File: src/rtl/bhpq_pkg.sv
package bhpq_pkg;

  localparam int CAPACITY = 1024;
  localparam int KEY_BITS = 16;

  localparam int ADDR_W  = $clog2(CAPACITY);
  localparam int COUNT_W = $clog2(CAPACITY + 1);
  localparam int IDX_W   = COUNT_W + 1;

  localparam int POS_W  = 10;
  localparam int COST_W = 16;
  localparam int MEM_W  = 16;

  localparam logic CMD_PUSH = 1'b0;
  localparam logic CMD_POP  = 1'b1;

  localparam logic [1:0] STATUS_OK    = 2'd0;
  localparam logic [1:0] STATUS_FULL  = 2'd1;
  localparam logic [1:0] STATUS_EMPTY = 2'd2;

  typedef struct packed {
    logic [POS_W-1:0]  position;
    logic [COST_W-1:0] cost;
    logic [MEM_W-1:0]  memory;
  } entry_t;

  typedef struct packed {
    logic              command;
    logic [POS_W-1:0]  item_position;
    logic [COST_W-1:0] item_cost;
    logic [MEM_W-1:0]  item_memory;
  } in_item_t;

  typedef struct packed {
    logic               top_valid;
    logic [POS_W-1:0]   top_position;
    logic [COST_W-1:0]  top_cost;
    logic [MEM_W-1:0]   top_memory;
    logic [COUNT_W-1:0] entry_count;
    logic [1:0]         status;
  } out_item_t;

  typedef enum logic [3:0] {
    DP_NOP,
    DP_LOAD_PUSH,
    DP_LOAD_POP,
    DP_SET_FULL,
    DP_SET_EMPTY,
    DP_PARENT_MOVE,
    DP_PUT_ITEM,
    DP_TAKE_MOVING,
    DP_LATCH_LEFT,
    DP_CHILD_MOVE,
    DP_PUT_MOVING,
    DP_LOAD_RESULT
  } dp_op_t;

  typedef enum logic [1:0] {
    RD_LAST,
    RD_PARENT,
    RD_LEFT,
    RD_RIGHT
  } rd_sel_t;

  typedef struct packed {
    dp_op_t  op;
    rd_sel_t rd_sel;
  } dp_cmd_t;

  typedef struct packed {
    logic full;
    logic empty;
    logic k_is_root;
    logic parent_after;
    logic has_left;
    logic move_down;
    logic count_nonzero;
    logic out_busy;
  } dp_sts_t;

  typedef enum logic [2:0] {
    S_IDLE,
    S_PUSH_CHK,
    S_PUSH_CMP,
    S_POP_TAKE,
    S_POP_CHK,
    S_POP_LEFT,
    S_POP_CMP,
    S_RESULT
  } state_t;

  // True when a must sit below b: a is strictly greater on cost, then memory.
  function automatic logic entry_after(entry_t a, entry_t b);
    logic [KEY_BITS-1:0] ac;
    logic [KEY_BITS-1:0] bc;
    logic [KEY_BITS-1:0] am;
    logic [KEY_BITS-1:0] bm;
    ac = a.cost[KEY_BITS-1:0];
    bc = b.cost[KEY_BITS-1:0];
    am = a.memory[KEY_BITS-1:0];
    bm = b.memory[KEY_BITS-1:0];
    if (ac == bc) begin
      return am > bm;
    end
    return ac > bc;
  endfunction

endpackage

File: src/rtl/bhpq_ctrl.sv
module bhpq_ctrl (
  input  logic             clk,
  input  logic             rst_n,
  input  logic             in_valid,
  input  logic             in_command,
  output logic             in_ready,
  input  bhpq_pkg::dp_sts_t sts,
  output bhpq_pkg::dp_cmd_t cmd
);
  import bhpq_pkg::*;

  state_t state_r;
  state_t state_nxt;

  always_ff @(posedge clk) begin
    if (!rst_n) begin
      state_r <= S_IDLE;
    end else begin
      state_r <= state_nxt;
    end
  end

  always_comb begin
    state_nxt  = state_r;
    cmd.op     = DP_NOP;
    cmd.rd_sel = RD_PARENT;
    in_ready   = 1'b0;
    unique case (state_r)
      S_IDLE: begin
        in_ready = 1'b1;
        if (in_valid) begin
          if (in_command == CMD_PUSH) begin
            if (sts.full) begin
              cmd.op    = DP_SET_FULL;
              state_nxt = S_RESULT;
            end else begin
              cmd.op    = DP_LOAD_PUSH;
              state_nxt = S_PUSH_CHK;
            end
          end else begin
            if (sts.empty) begin
              cmd.op    = DP_SET_EMPTY;
              state_nxt = S_RESULT;
            end else begin
              cmd.op     = DP_LOAD_POP;
              cmd.rd_sel = RD_LAST;
              state_nxt  = S_POP_TAKE;
            end
          end
        end
      end
      S_PUSH_CHK: begin
        if (sts.k_is_root) begin
          cmd.op    = DP_PUT_ITEM;
          state_nxt = S_RESULT;
        end else begin
          cmd.rd_sel = RD_PARENT;
          state_nxt  = S_PUSH_CMP;
        end
      end
      S_PUSH_CMP: begin
        if (sts.parent_after) begin
          cmd.op    = DP_PARENT_MOVE;
          state_nxt = S_PUSH_CHK;
        end else begin
          cmd.op    = DP_PUT_ITEM;
          state_nxt = S_RESULT;
        end
      end
      S_POP_TAKE: begin
        cmd.op    = DP_TAKE_MOVING;
        state_nxt = S_POP_CHK;
      end
      S_POP_CHK: begin
        if (sts.has_left) begin
          cmd.rd_sel = RD_LEFT;
          state_nxt  = S_POP_LEFT;
        end else begin
          if (sts.count_nonzero) begin
            cmd.op = DP_PUT_MOVING;
          end
          state_nxt = S_RESULT;
        end
      end
      S_POP_LEFT: begin
        cmd.op     = DP_LATCH_LEFT;
        cmd.rd_sel = RD_RIGHT;
        state_nxt  = S_POP_CMP;
      end
      S_POP_CMP: begin
        if (sts.move_down) begin
          cmd.op    = DP_CHILD_MOVE;
          state_nxt = S_POP_CHK;
        end else begin
          cmd.op    = DP_PUT_MOVING;
          state_nxt = S_RESULT;
        end
      end
      S_RESULT: begin
        if (!sts.out_busy) begin
          cmd.op    = DP_LOAD_RESULT;
          state_nxt = S_IDLE;
        end
      end
      default: begin
        state_nxt = S_IDLE;
      end
    endcase
  end

endmodule

File: config.mk
export PLATFORM = sky130hd
export DESIGN_NAME = bhpq_ctrl
export DESIGN_NICKNAME = d
export VERILOG_FILES = /design/src/rtl/bhpq_pkg.sv /design/src/rtl/bhpq_ctrl.sv
export SDC_FILE = /design/constraint.sdc
export NUM_CORES = 1
export LEC_CHECK = 0
export ABC_CLOCK_PERIOD_IN_PS = 1500
export BUFFER_PORTS_ARGS = -buffer_cell sky130_fd_sc_hd__buf_2
export CORE_UTILIZATION = 26
export DETAILED_ROUTE_END_ITERATION = 7
export PLACE_DENSITY_LB_ADDON = 0.3
export SLEW_MARGIN = 20
export SYNTH_ARGS = -nofsm -noshare
export SYNTH_HDL_FRONTEND = slang
export SYNTH_SLANG_ARGS = --single-unit
File: constraint.sdc
create_clock -name clk -period 1.5 [get_ports clk]
set_input_delay 0.075 -clock clk [delete_from_list [all_inputs] [get_ports clk]]
set_output_delay 0.075 -clock clk [all_outputs]
set_load 0.02 [all_outputs]
### Word level (Yosys, flattened, before mapping)

Index checks and enable logic that the tools add are counted.

* input bits: 12
* flip-flop bits (word level): 3
* logic and storage cells: 38

* multiplexer cells: 26
* eq/ne operators: 9
* reduce and logical (&&, ||, !) cells: 2

Operator list (count)
* case mux 4 bit (8 select lines): 1
* two-way mux 3 bit: 10
* case mux 3 bit (8 select lines): 1
* == test 3 bit, second input constant: 4
* two-way mux 2 bit: 6
* two-way mux 4 bit: 3
* == test 3 x 2 -> 1 bit, second input constant: 2
* two-way mux 6 bit: 1
* case mux 2 bit (3 select lines): 1
* != test 2 bit, second input constant: 2
* == test 3 x 1 -> 1 bit, second input constant: 1
* zero test 3 bit: 1
* two-way mux 1 bit: 3
* AND reduction 2 bit: 1

### Logic depth before layout (Yosys ltp)

* depth in word-level cells: 4
* depth in mapped cells: 5
* mapped depth without buffers: 3

### Least setup slack after synthesis

OpenSTA, ideal clock, no wires.

* kind: reg-to-output
* start: reg state_r[0]
* end: out cmd[5] (netlist bit)
* stages on the path, launching flop included: 5
* arrival time: 1.308 ns
* required time: 1.425 ns
* setup slack: 0.117 ns
* cells stage by stage: dfxtp_1 buf_4 buf_2 nor3_1 a311oi_1

RTL lines
* start: declaration: line bhpq_ctrl.sv:12 `state_t state_r;`
* start signal: assignment: line bhpq_ctrl.sv:19 `state_r <= state_nxt;`
* end: declaration: line bhpq_ctrl.sv:8 `output bhpq_pkg::dp_cmd_t cmd`

==> impl.org <==
** Run
- Number of violations of the max-capacitance limit :: 0

** CTS
- TritonCTS clock tree :: done
- Root buf cell :: clkbuf_4
- TritonCTS Sinks :: 3
- Post-CTS setup buffer count :: 0
- Skew-Pair Late Insertion Delay :: approximately 0.23 ns
- In this run the deepest clock path goes through 2 buffers.
- After clock tree synthesis, the clock-pin slew on the worst setup and hold paths is 0.03 ns.
- H-Tree Level Count :: 1
- In this run, CTS created clock tree buffers numbering 3.

** Finish
- Flip-flop count of the largest register after layout :: 3
- Design Area, Final :: 586 µm²
- Most common cell after layout, fill and taps aside :: buf_2
- In the layout the commonest cells are buf_2, nand2b_1, a21oi_1, buf_4, nor3_1.
- 0 antenna diodes ended up in the layout.
- Cells with a size suffix above 1 make up 44.9% of the layout.
- Share of the core filled with cells in the final layout :: about two fifths
- The area growth from synthesis to layout is 38.5%.
- Top reg by flops :: state_r
- Largest registers ranked by flip-flop count :: state_r x3
- Number of nets in the final layout :: slightly above 90

** Timing
- For this run, the top clock speed supported by timing is 717 MHz.
- The max-slew violation count was 0.
- The smallest clock period supported by the final layout is computed as 1.39 ns.
- Setup slack on the critical path of the routed design comes to between 0.1 and 0.15 ns.
- Setup violations remaining at the end of the flow were counted as 0.
- Part of the cycle the worst path needs :: 92.9%
- Setup repair after global routing could not meet its margin everywhere.
- TNS Setup :: 0 ns
- Slew at the pin with the worst max-slew slack :: 0.341 ns
- Worst setup skew after layout :: 0.00128 ns
- Hold Vio Cnt, Final :: 0
- In this run the tightest slew margin relative to its limit is about three quarters.

** Logic synthesis
- Synthesis produced a netlist with a net count of 69.
- Gate count after technology mapping :: 57
- Synthesized area :: 423 µm²
- Among all flip-flop cells after synthesis, the most frequent one is dfxtp_1.
- Mean post-synth cell area :: approximately 7.4 µm²
- Post-synth cell types :: 33
- Counting flops with an async set or reset pin after synthesis yields a share of 0%.
- Count of flip-flops with a built-in enable after synthesis :: 0
- During synthesis, Yosys emitted a total of 0 warnings.
- Register bit total from synthesis :: 3
- For this run, the register share of the synthesized area comes to 14.2%.

** Floorplanning
- In this run the core area contains 14 standard-cell rows.
- Starting utilization of the core area :: 28.1%
- Core outline area :: 0.00151 mm²
- Die Y-Extent :: 42.3 µm
- The floorplan step set the die width to 42.3 µm.
- Die outline area :: 0.00179 mm²
- Ports placed on the boundary :: 19

** Global routing
- Gr usage total :: 12.4%
- Global routing finished with a remaining overflow of 0.
- Vias in the first global route :: between 400 and 500
- Entering global routing, the biggest net connects 17 pins.
- Antenna violations before repair :: 0
- First-pass GRT wire length :: ~1700 µm

** Critical path
- Data on the critical path arrives at its endpoint at about 1.3 ns.
- The critical path goes through nor2_1 > buf_4 > a31oi_1 > o21ai_0 > buf_2.
- The worst register-to-register path has a depth of 4.
- Slowest cell on the critical path :: dfxtp_4
- The worst setup path is launched from a flop.
- The critical path in this run is classified as flop to output port.
- Endpoint kind of the worst setup timing path :: output port
- Along the worst path, the maximum fanout reaches 16.
- CP Data Required Time :: 1.42 ns
- On the worst path, the slowest cell contributes a delay of 0.39 ns.

** Drt
- The first detailed-routing pass took 4 iterations.
- In this run, the number of DRC markers left after iteration 0 of detailed routing was 8.
- The detailed router placed 505 vias in this run.
- Average wire per cell in the routed design :: 11.8 µm
- DRC violations left :: 0
- Vias per Instance :: around 5.4
- For this block, the routed nets add up to 1110 µm of wire.
- The detail route stage leaves a number of antenna-violating nets equal to 0.

** Power and ir drop
- Combinational logic is responsible for 65.4% of the overall power.
- Clock power share :: 12.8%
- Seq pwr share :: between 20% and 30%
- Cell internal power was estimated by the tool at 547 µW.
- For this design the ratio of total power to cell area is 1820 mW/mm².
- Of the total power, the share spent switching nets is approximately half.
- For this design the total switching power over the nets is 519 µW.
- Leakage power total :: around 0.00024 µW
- VDD sags by at most 0.731 mV.

** Placement
- IO buf count :: 18
- Detailed placement ended at an HPWL of 849 µm.
- Post-placement setup slack :: approximately 0.14 ns
- Placer Congestion :: 0.796
- Once placement finished, the instance area stood at 532 µm².

** Worst hold path
- The worst hold path passes through 3 cells.
- The tightest min-delay check is of the input port to flop type.

** Run status
- The run finished with clean final reports.
-- per-stage QoR --
step	hold WS [ns]	cells	total power [µW]
after floorplan	0.266	57	697
after global placement	0.389	90	883
after detailed placement	0.400	90	884
after CTS	0.145	94	1040
after global routing	0.170	94	1150
final	0.157	94	1070
-- Yosys cell counts, types with 2 or more instances --
cell type | count | area, µm²
a21oi_1 | 5 | 25.0
a31oi_1 | 2 | 12.5
buf_2 | 4 | 20.0
dfxtp_1 | 3 | 60.1
nand2_1 | 3 | 11.3
nand2b_1 | 6 | 37.5
nor2_1 | 2 | 7.51
nor2b_1 | 2 | 12.5
nor3_1 | 4 | 20.0
o21ai_0 | 3 | 15.0
-- per-layer routing --
metal	global-route usage (%)	up-vias	routed length [µm]
li1	-	258	-
met1	16.5	231	500
met2	18.2	16	539
met3	3.88	0	72
met4	5.63	0	0
met5	0	-	0
-- critical path: cells and delay by family, from the launching register on --
kind | cells | cell delay, ns
simple gates | 1 | 0.18
buf+inv | 2 | 0.33
compound gates | 2 | 0.19
flops | 1 | 0.39
-- worst paths after layout --
kind | start | endpoint | slack, ns
setup / recovery | state_r[1] | cmd[3] | 0.11
hold / removal | rst_n | state_r[1] | 0.16
setup reg to reg | state_r[0] | state_r[1] | 0.25
hold reg to reg | state_r[1] | state_r[1] | 0.65
-- cell type report --
type / count / area [µm²]
flip-flops and latches: 3 / 66.3
inverters: 1 / 3.75
clock buffers: 4 / 26.3
repair buffers: 23 / 128
well taps: 16 / 20.0
multi-input cells: 47 / 342
fillers: 175 / 921
-- what timing repair did --
| item | 4_1_cts | 5_1_grt |
|---|---|---|
| gates cloned | 0 | 0 |
| gates resized for setup | 3 | 4 |
| endpoints found under the setup margin | 2 | 2 |
| hold buffers | 0 | 0 |
-- power groups by stage --
stage               sequential [µW]  combinational (µW)  clock [µW]
floorplan                       124                 574           0
global placement                208                 675           0
detailed placement              208                 675           0
CTS                             216                 678         146
global route                    243                 752         153
finish                          232                 697         137
-- logic make-up after synthesis --
family                 synth area share [%]
multiplexers                           5.03
AO/OA/AOI/OAI                          33.4
AND/OR/NAND/NOR                        37.3
buffers and inverters                  10.1
flip-flops                             14.2
(Power assumes the default switching activity.)
